[config.mk]
export PLATFORM = sky130hd
export DESIGN_NAME = bqe_seq
export DESIGN_NICKNAME = d
export VERILOG_FILES = /design/src/hdl/bqe_pkg.sv /design/src/hdl/bqe_seq.sv
export SDC_FILE = /design/constraint.sdc
export NUM_CORES = 1
export LEC_CHECK = 0
export ABC_AREA = 1
export BUFFER_PORTS_ARGS = -buffer_cell sky130_fd_sc_hd__buf_2
export CAP_MARGIN = 30
export CORE_AREA = 5 5 123 125
export DETAILED_ROUTE_END_ITERATION = 16
export DIE_AREA = 0 0 128 130
export PLACE_DENSITY_LB_ADDON = 0.3
export SYNTH_ARGS = -nofsm -noshare
export SYNTH_HDL_FRONTEND = slang
export SYNTH_SLANG_ARGS = --single-unit
[constraint.sdc]
create_clock -name clk -period 11.8 [get_ports clk]
set_input_delay 1.18 -clock clk [delete_from_list [all_inputs] [get_ports clk]]
set_output_delay 1.18 -clock clk [all_outputs]
set_load 0.02 [all_outputs]
[src/hdl/bqe_pkg.sv]
// shared types, codes and constants of the billboard quad expander
package bqe_pkg;

	localparam int CORDIC_ITERS = 16;
	localparam logic signed [33:0] CORDIC_GAIN = 34'sd652032874;

	localparam logic [31:0] ATAN_TURN [CORDIC_ITERS] = '{
		32'd536870912, 32'd316933406, 32'd167458907, 32'd85004756,
		32'd42667331, 32'd21354465, 32'd10679838, 32'd5340245,
		32'd2670163, 32'd1335087, 32'd667544, 32'd333772,
		32'd166886, 32'd83443, 32'd41722, 32'd20861
	};

	localparam logic KIND_VERTEX = 1'b0;
	localparam logic KIND_INDEX = 1'b1;

	localparam logic [1:0] MODE_NONE = 2'd0;
	localparam logic [1:0] MODE_GLOBAL = 2'd1;
	localparam logic [1:0] MODE_ITEM = 2'd2;

	localparam logic [2:0] REG_RIGHT_X = 3'd0;
	localparam logic [2:0] REG_RIGHT_Y = 3'd1;
	localparam logic [2:0] REG_UP_X = 3'd2;
	localparam logic [2:0] REG_UP_Y = 3'd3;
	localparam logic [2:0] REG_QUAD_SCALE = 3'd4;
	localparam logic [2:0] REG_TINT_RGB = 3'd5;
	localparam logic [2:0] REG_ROT_MODE = 3'd6;
	localparam logic [2:0] REG_GLOBAL_ANGLE = 3'd7;

	// triangle order 0,1,2, 2,3,0
	localparam logic [1:0] TRI_ORDER [6] = '{2'd0, 2'd1, 2'd2, 2'd2, 2'd3, 2'd0};

	typedef struct packed {
		logic signed [31:0] cx;
		logic signed [31:0] cy;
		logic signed [31:0] cz;
		logic [15:0] item;
		logic [16:0] quo;
	} item_t;

	typedef struct packed {
		item_t pl;
		logic signed [17:0] c;
		logic signed [17:0] s;
	} rot_t;

	typedef struct packed {
		logic kind;
		logic [1:0] corner;
		logic u;
		logic v;
		logic last;
		logic [17:0] vnum;
		logic signed [31:0] cx;
		logic signed [31:0] cy;
		logic signed [31:0] cz;
		logic signed [17:0] c;
		logic signed [17:0] s;
	} rec_t;

	typedef struct packed {
		logic signed [15:0] right_x;
		logic signed [15:0] right_y;
		logic signed [15:0] up_x;
		logic signed [15:0] up_y;
		logic [15:0] scale;
		logic [23:0] tint;
	} cam_t;

endpackage

[src/hdl/bqe_seq.sv]
// record sequencer: four vertex records then six index entries per item
module bqe_seq (
	input logic clk,
	input logic arst_n,
	input logic in_valid,
	output logic in_ready,
	input bqe_pkg::rot_t in_data,
	output logic out_valid,
	input logic out_ready,
	output bqe_pkg::rec_t out_data
);
	import bqe_pkg::*;

	logic held_q;
	logic [3:0] cnt_q;
	rot_t item_q;
	logic fire;
	logic done;
	logic [1:0] idx;
	logic [2:0] tri_sel;

	assign fire = held_q && out_ready;
	assign done = fire && (cnt_q == 4'd9);
	assign in_ready = !held_q || done;
	assign out_valid = held_q;

	always_ff @(posedge clk or negedge arst_n) begin
		if (!arst_n) begin
			held_q <= 1'b0;
			cnt_q <= '0;
		end else begin
			if (in_valid && in_ready) begin
				held_q <= 1'b1;
				cnt_q <= '0;
			end else if (done) begin
				held_q <= 1'b0;
				cnt_q <= '0;
			end else if (fire) begin
				cnt_q <= cnt_q + 4'd1;
			end
		end
	end

	always_ff @(posedge clk) begin
		if (in_valid && in_ready) begin
			item_q <= in_data;
		end
	end

	always_comb begin
		tri_sel = 3'(cnt_q - 4'd4);
		if (cnt_q < 4'd4) begin
			idx = cnt_q[1:0];
		end else begin
			idx = TRI_ORDER[tri_sel];
		end
		out_data.kind = (cnt_q < 4'd4) ? KIND_VERTEX : KIND_INDEX;
		out_data.corner = idx;
		out_data.u = idx[0] ^ idx[1];
		out_data.v = ~idx[1];
		out_data.last = (cnt_q == 4'd9);
		out_data.vnum = {item_q.pl.item, 2'b00} + 18'(idx);
		out_data.cx = item_q.pl.cx;
		out_data.cy = item_q.pl.cy;
		out_data.cz = item_q.pl.cz;
		out_data.c = item_q.c;
		out_data.s = item_q.s;
	end

	a_cnt_range: assert property (@(posedge clk) disable iff (!arst_n)
		cnt_q <= 4'd9)
		else $error("record count past the last index entry");

	a_idle_count: assert property (@(posedge clk) disable iff (!arst_n)
		!held_q |-> cnt_q == 4'd0)
		else $error("record count moved while empty");

	a_hold_stall: assert property (@(posedge clk) disable iff (!arst_n)
		held_q && !out_ready |=> held_q)
		else $error("held item dropped under a stall");

endmodule

Word level (Yosys, flattened, before mapping) --
Memories as Yosys holds them, arrays and structs flattened. Cells that the tools add are included.
Word-level totals: register bits after elaboration 153, ROM bits 16, bits of input ports 169, output and inout port bits 158, memories 1
Cells by class: add/sub/neg operators 3, $lt $le $gt $ge 2, equality and inequality tests 1, multiplexer cells 9, bitwise logic cells 3, reduce and logical (&&, ||, !) cells 7
Memory list:
- (no name shown) | depth 8, width 2, rd ports 1, clocked after Yosys merged registers in 0, write ports 0, line bqe_seq.sv:55 | idx = TRI_ORDER[tri_sel];
Operator list (count):
- adder 18 x 2 -> 18 bit | 1
- 2-to-1 mux 4 bit | 3
- 2-to-1 mux 2 bit | 3
- adder 4 x 1 -> 4 bit, second input constant | 1
- equality test 4 bit, second input constant | 1
- greater-or-equal comparator 4 bit, second input constant | 1
- less-than comparator 4 x 3 -> 1 bit, second input constant | 1
- inverter 3 -> 4 bit | 1
- logical AND 1 bit | 3
- 2-to-1 mux 1 bit | 3
- nonzero test 3 bit | 1
- subtractor 3 bit, second input constant | 1
- nonzero test 2 bit | 1
- logical NOT 1 bit | 1
- logical OR 1 bit | 1
- inverter 1 bit | 1
- XOR 1 bit | 1

Logic depth before layout (Yosys ltp) --
Gate-level depths: netlist of run 1.
depth in word-level cells 7, depth in mapped cells 7

Least setup slack after synthesis of run 1 --
Ideal clock, no wire load.
path kind input to register, from input port out_ready, to register item_q[53] (netlist name), enable pin, arrival time 8.589 ns, setup slack 2.507 ns, cell stages on the path 4, path buffers 0, cells stage by stage nand2_1 > nor2_2 > inv_1 > a21oi_1
Between the ends: longest elaborated chain between the ends 4
RTL lines:
- start: declaration | line bqe_seq.sv:9 | input logic out_ready,
- logical AND 1 bit | line bqe_seq.sv:22 | assign fire = held_q && out_ready;
- logical AND 1 bit | line bqe_seq.sv:23 | assign done = fire && (cnt_q == 4'd9);
- logical OR 1 bit | line bqe_seq.sv:24 | assign in_ready = !held_q || done;
- logical AND 1 bit | line bqe_seq.sv:45 | if (in_valid && in_ready) begin
- end signal: assignment | line bqe_seq.sv:46 | item_q <= in_data;
- end: declaration | line bqe_seq.sv:16 | rot_t item_q;
Every way passes these cells. A chain may end at the register's enable or synchronous reset.

Final worst setup path of run 1 --
from input port out_ready, to output port in_ready
Between the ends: longest elaborated chain between the ends 3
RTL lines:
- logical AND 1 bit | line bqe_seq.sv:22
- logical AND 1 bit | line bqe_seq.sv:23
- logical OR 1 bit | line bqe_seq.sv:24
- end: declaration | line bqe_seq.sv:6 | output logic in_ready,
Every way passes these cells.

==> impl_metrics.py, run 1 <==
metrics = {
    "run_status": {
        "status": "finished clean",
    },
    "drt": {
        "wl_per_cell_um": 16.5,
        "first_iter_violations": 167,
        "first_pass_iters": 4,
        "vias": 3056,
        "via_per_inst": 4.20,
        "drc_errors": 0,
        "ant_nets": 0,
        "routed_wl_um": 12000,
    },
    "die": {
        "top_level_ports": 327,
        "die-area_sq_um": 16600,
        "initial_core_util_pct": 35.1,
        "die_h_um": 130,
        "coreArea_sq_um": 13800,
        "die_w_um": 128,
        "num_rows": 43,
    },
    "clock_network": {
        "htreeDepth": 4,
        "cts_sinks": 153,
        "cts_setup_buffers": 0,
        "clk_path_buf_depth": 2,
        "cts_tree": "done",
        "clockRootBuffer": "clkbuf_16",
        "cts_resized": 0,
        "cts_hold_buf": 0,
        "clkTransAtPathRegs_ps": 60,
        "numCtsBuffers": 17,
        "clkLatencyLatePin_ps": 410,
    },
    "placed_design": {
        "port_buffers": 309,
        "placed_area_sq_um": 6620,
        "place_inst": 695,
        "dp_hpwl_um": 9350,
        "place_congestion": 0.868,
    },
    "pwr": {
        "power_switching_w": 0.000395,
        "pwr-share-clk_pct": 38.9,
        "sw_frac_of_total_pct": 25.8,
        "seq_power_share_pct": 44.5,
        "power_density_nw_per_um2": 210,
        "pwr-share-comb_pct": 16.6,
        "internal-power_w": 0.00114,
        "cellLeakagePower_nw": 3.15,
        "peakVddDrop_mv": 0.158,
    },
    "cells_and_area": {
        "final_common_cell": "buf_2",
        "n_antenna_cell": 0,
        "seq_area_sq_um": 4570,
        "fill_cells": 1170,
        "finish.instance_area_sq_um": 7300,
        "instances_no_fill": 727,
        "drive_gt1_share_pct": 63.6,
        "nNetsFinal": 706,
        "multi_input_area_sq_um": 204,
        "final_cell_mix": "buf_2 (309), edfxtp_1 (148), clkbuf_16 (17)",
        "synthToLayoutAreaGrowth_pct": 51.0,
    },
    "critical_path": {
        "worst_ep_required_time_ps": 10620,
        "startpoint": "out_ready",
        "setup.worst_path.class": "input port to output port",
        "r2r_start": "cnt_q[1]",
        "crit_fanout": 3,
        "critPathArrivalTime_ps": 1860,
        "end_kind": "output port",
        "r2r-end": "out_data[39]",
        "rrSetupSlack_ps": 9560,
        "worst_setup_path_start_kind": "input port",
        "r2r_cells": 7,
    },
    "sta": {
        "achievable-frequency_mhz": 329,
        "fin_setup_tns_ps": 0,
        "rsz0062_at_grt": "no",
        "relSlewSlack_pct": 46.5,
        "final.setup_skew_ps": 7.69,
        "period_share_pct": 25.8,
        "setup_viol": 0,
        "hold_viol_final": 0,
        "worst_pin_slew_ps": 802,
        "finalMaxSlewViolations": 0,
        "period_minus_slack_ps": 3040,
    },
    "global_routing": {
        "grt_pass1_vias": 3219,
        "antenna_found_initial": 1,
        "grt-ovfl-total": 0,
        "grt_usage_pct": 13.7,
        "grt_max_degree": 86,
        "grt_pass1_wl_um": 17000,
    },
    "yosys": {
        "syn_area_per_cell_sq_um": 23.5,
        "ys_ff_latch": 153,
        "synth_area_leader_cell": "edfxtp_1",
        "synth_cell_type_count": 18,
        "seq_area_frac_synth_pct": 94.5,
        "netlist_top_cells_area": "edfxtp_1 (92%), dfrtp_1 (2.6%), inv_1 (1.2%)",
        "yosys_warnings": 0,
        "synth_top_cell_area_share_pct": 91.9,
        "syn-cell-area_sq_um": 4840,
        "synth_fp_nets": 377,
        "synth_cells": 206,
    },
    "flow_run": {
        "maxCapViolations": 0,
    },
    "hold_path": {
        "hp-class": "input port to asynchronous set/reset pin",
    },
}
-- logic make-up after synthesis --
logic type	count (synthesis)	synth area share (%)
AND/OR/NAND/NOR	28	2.85
flip-flops	153	94.5
adder cells (fa/ha/maj)	2	0.517
buffers and inverters	18	1.55
AO/OA/AOI/OAI	5	0.621
-- power by group through the flow --
stage	Combinational (W)	Sequential, W	Clock (W)
after floorplan	0.000102	0.000762	0
after global placement	0.000252	0.000692	0
after detailed placement	0.000255	0.000695	0
after CTS	0.000256	0.000684	0.000611
after global routing	0.000276	0.000688	0.000636
final	0.000255	0.000682	0.000597
-- cell usage after synthesis (all sizes together) --
cell    number
nand3        4
buf          2
edfxtp     148
o21ai        2
nand4        1
nand3b       1
ha           2
o22ai        1
nor2         8
nand2       14
inv         16
dfrtp        5
a21oi        2
-- layer usage --
| metal | vias to the layer above | share of wire [%] | track usage [%] |
|---|---|---|---|
| met3 | 20 | 13 | 6.47 |
| met4 | 2 | 1.7 | 5.87 |
| met1 | 1399 | 36 | 15.2 |
| met5 | - | 0.11 | 0 |
| li1 | 1436 | - | - |
| met2 | 199 | 50 | 22.9 |
-- how the worst max path moves through the flow --
stage | endpoint | slack, ps
after floorplan | item_q[53] | 2510
after global placement | in_ready | 8770
after detailed placement | in_ready | 8750
after CTS | in_ready | 8750
after global routing | in_ready | 8660
final | in_ready | 8760
-- metrics by stage --
step / worst slack (ps) / hold slack, ps / utilization [%] / total power, W
after CTS: 8750 / 570 / 52.8 / 0.00155
after detailed placement: 8750 / 630 / 48.1 / 0.000950
after global placement: 8770 / 617 / 48.1 / 0.000944
final: 8760 / 587 / 53.0 / 0.00153
after floorplan: 2510 / 589 / - / 0.000864
after global routing: 8660 / 570 / 53.0 / 0.00160
-- critical path: stages --
cell and delay [ps]:
buf_2 80, nand2_1 100, nor2_2 160, inv_1 90, nand2_1 80, buf_2 170
-- flip-flops by register name (all words and copies together) (netlist names) --
register	cells
out_data	132
item_q	16
cnt_q	4
out_valid	1
-- layout make-up --
cell class	count	share of cell area, %
clock buffers	19	5.93
clock inverters	12	3.03
inverters	16	0.822
multi-input cells	35	2.79
flip-flops and latches	153	62.6
well taps	180	3.08
repair buffers	312	21.8
(Power assumes the default switching activity.)
==> run 2, diff against run 1 <==
- ABC_AREA: 1 -> 0
- CORE_AREA: 5 5 123 125 -> 5 5 125 127
- DIE_AREA: 0 0 128 130 -> 0 0 130 132
- clock period: 11.8 -> 2.7 ns (I/O delays scaled with it)
==> run 2 against run 1 <==
  * Core utilization down 2.1 points
  * Power rose to 4.5 times the previous value
  * Final area down 0.15%
  * Clock power rose to 4.1 times the previous value
  * Via count up 0.95%
  * Routed wire length up 2.9%
  * Critical path depth down 1
  * Flip-flop and latch count unchanged
  * Non-clock buffer count up 1
  * Combinational power rose to 5.4 times the previous value
  * Die area up 3.1%
==> impl_metrics.py, run 2 <==
metrics = {
    "critical_path": {
        "worst_setup_path_start_kind": "flop",
        "worst_ep_required_time_ps": 2780,
        "crit_fanout": 54,
        "setup.worst_path.class": "flop to flop",
        "critPathArrivalTime_ps": 2180,
        "end_kind": "flop",
        "r2r-end": "out_data[35]",
        "rrSetupSlack_ps": 600,
        "r2r_start": "cnt_q[0]",
        "r2r_cells": 5,
    },
    "sta": {
        "setup_viol": 0,
        "final.setup_skew_ps": 6.40,
        "rsz0062_at_grt": "no",
        "finalMaxSlewViolations": 0,
        "hold_viol_final": 0,
        "relSlewSlack_pct": 80.1,
        "worst_pin_slew_ps": 299,
        "fin_setup_tns_ps": 0,
        "period_minus_slack_ps": 2100,
        "hold_slack_ps": 32.3,
        "achievable-frequency_mhz": 476,
        "period_share_pct": 77.8,
    },
    "pwr": {
        "power_switching_w": 0.00197,
        "sw_frac_of_total_pct": 28.3,
        "pwr-share-comb_pct": 19.7,
        "pwr-share-clk_pct": 35.3,
        "internal-power_w": 0.00500,
        "seq_power_share_pct": 44.9,
        "peakVddDrop_mv": 0.737,
        "power_density_nw_per_um2": 956,
        "cellLeakagePower_nw": 3.08,
    },
    "yosys": {
        "synth_top_cell_area_share_pct": 91.4,
        "synth_area_leader_cell": "edfxtp_1",
        "synth_most_common_cell": "edfxtp_1",
        "ys_top_cells_by_count": "edfxtp_1 (148), o21ai_0 (6), dfrtp_1 (5)",
        "synth_fp_nets": 368,
        "ys_ff_latch": 153,
        "syn_area_per_cell_sq_um": 24.7,
        "syn-cell-area_sq_um": 4860,
        "synth_ff_type": "edfxtp_1",
        "seq_area_frac_synth_pct": 94.0,
        "synth_edf_count": 148,
        "synth_cell_type_count": 23,
        "yosys_warnings": 0,
        "postSynth.asyncResetShare_pct": 3.27,
        "netlist_top_cells_area": "edfxtp_1 (91%), dfrtp_1 (2.6%), o21ai_0 (0.62%)",
        "synth_cells": 197,
    },
    "placed_design": {
        "dp_hpwl_um": 9730,
        "port_buffers": 309,
        "placed_area_sq_um": 6660,
        "place_congestion": 0.792,
    },
    "die": {
        "coreArea_sq_um": 14300,
        "initial_core_util_pct": 34.0,
        "num_rows": 44,
        "die-area_sq_um": 17200,
        "top_level_ports": 327,
        "die_w_um": 130,
        "die_h_um": 132,
    },
    "clock_network": {
        "clockRootBuffer": "clkbuf_16",
        "numCtsBuffers": 17,
        "clkLatencyLatePin_ps": 410,
        "cts_sinks": 153,
        "cts_hold_buf": 1,
        "clk_path_buf_depth": 2,
        "htreeDepth": 4,
        "clkTransAtPathRegs_ps": 60,
        "cts_tree": "done",
        "cts_setup_buffers": 0,
        "cts_resized": 0,
    },
    "drt": {
        "first_pass_iters": 4,
        "drc_errors": 0,
        "ant_nets": 0,
        "wl_per_cell_um": 17.1,
        "first_iter_violations": 155,
        "routed_wl_um": 12300,
        "vias": 3085,
        "via_per_inst": 4.28,
    },
    "cells_and_area": {
        "final_cell_mix": "buf_2 (309), edfxtp_1 (148), clkbuf_16 (17)",
        "largest_reg_flops": 132,
        "fill_cells": 1251,
        "drive_gt1_share_pct": 64.2,
        "nNetsFinal": 695,
        "n_antenna_cell": 0,
        "finish.instance_area_sq_um": 7290,
        "final_common_cell": "buf_2",
        "synthToLayoutAreaGrowth_pct": 49.9,
    },
    "hold_path": {
        "holdPathStages": 1,
        "hold_path.startpoint": "in_data[12]",
        "hold_path_end": "out_data[12]",
        "hp-class": "input port to flop",
    },
    "global_routing": {
        "grt_pass1_vias": 3226,
        "grt_usage_pct": 14.0,
        "grt_pass1_wl_um": 17800,
        "antenna_found_initial": 1,
        "grt_max_degree": 55,
        "grt-ovfl-total": 0,
    },
    "flow_run": {
        "maxCapViolations": 0,
    },
    "run_status": {
        "status": "finished clean",
    },
}
-- run 2: worst max path at each step --
| stage | startpoint | to | cells past startpoint |
|---|---|---|---|
| finish | cnt_q[0] | out_data[35] | 5 |
| global route | cnt_q[0] | out_data[54] | 5 |
| CTS | cnt_q[0] | out_data[35] | 5 |
| detailed placement | cnt_q[0] | out_data[21] | 5 |
| global placement | cnt_q[0] | out_data[68] | 5 |
| floorplan | cnt_q[1] | item_q[53] | 5 |
-- run 2: worst max-delay path, cell delays in order, from the launching register on --
cell      delay [ps]
dfrtp_1          510
ha_1             290
nand3b_4         120
o21ai_2          170
and2_4           350
buf_12           310
-- run 2: cell type report --
class                   instances  area [sq um]  share of cell area, %
flip-flops and latches        153          4570                   62.7
repair buffers                313          1620                   22.2
clock buffers                  17           425                   5.83
multi-input cells              35           236                   3.24
well taps                     184           230                   3.16
clock inverters                15           198                   2.71
inverters                       4          15.0                  0.206
-- run 2: kinds of logic (layout without fill, tap and decap cells) --
kind of cell	Yosys count	in the layout	share of synthesized area, %
muxes	1	1	0.206
and+or+nand+nor	19	19	2.34
DFF	153	153	94.0
xor gates and xnor gates	1	1	0.180
buffers and inverters	9	349	1.23
adders and majority gates	2	2	0.514
AOI/OAI and AO/OA	12	12	1.57
-- run 2: stage by stage --
step                      utilization (%)  instances  worst slack [ps]  total power (W)
final                                50.9        721               599          0.00697
after global routing                 50.9        721               425          0.00729
after CTS                            50.9        721               577          0.00708
after detailed placement             46.5        688               589          0.00458
after global placement               46.5        688               673          0.00454
after floorplan                         -        197              66.9          0.00406
-- run 2: power groups by stage --
stage | registers [W] | clock network [W] | logic, W
2_1_floorplan | 0.00350 | 0 | 0.000560
3_3_place_gp | 0.00317 | 0 | 0.00138
3_5_place_dp | 0.00319 | 0 | 0.00139
4_1_cts | 0.00314 | 0.00254 | 0.00140
5_1_grt | 0.00317 | 0.00265 | 0.00148
6_report | 0.00313 | 0.00246 | 0.00137
-- run 2: layer usage --
metal | part of all wire [%] | GRT usage (%)
met1 | 35 | 15.5
met2 | 52 | 23.8
met3 | 11 | 5.35
met4 | 2.0 | 6.24
met5 | 0.089 | 0
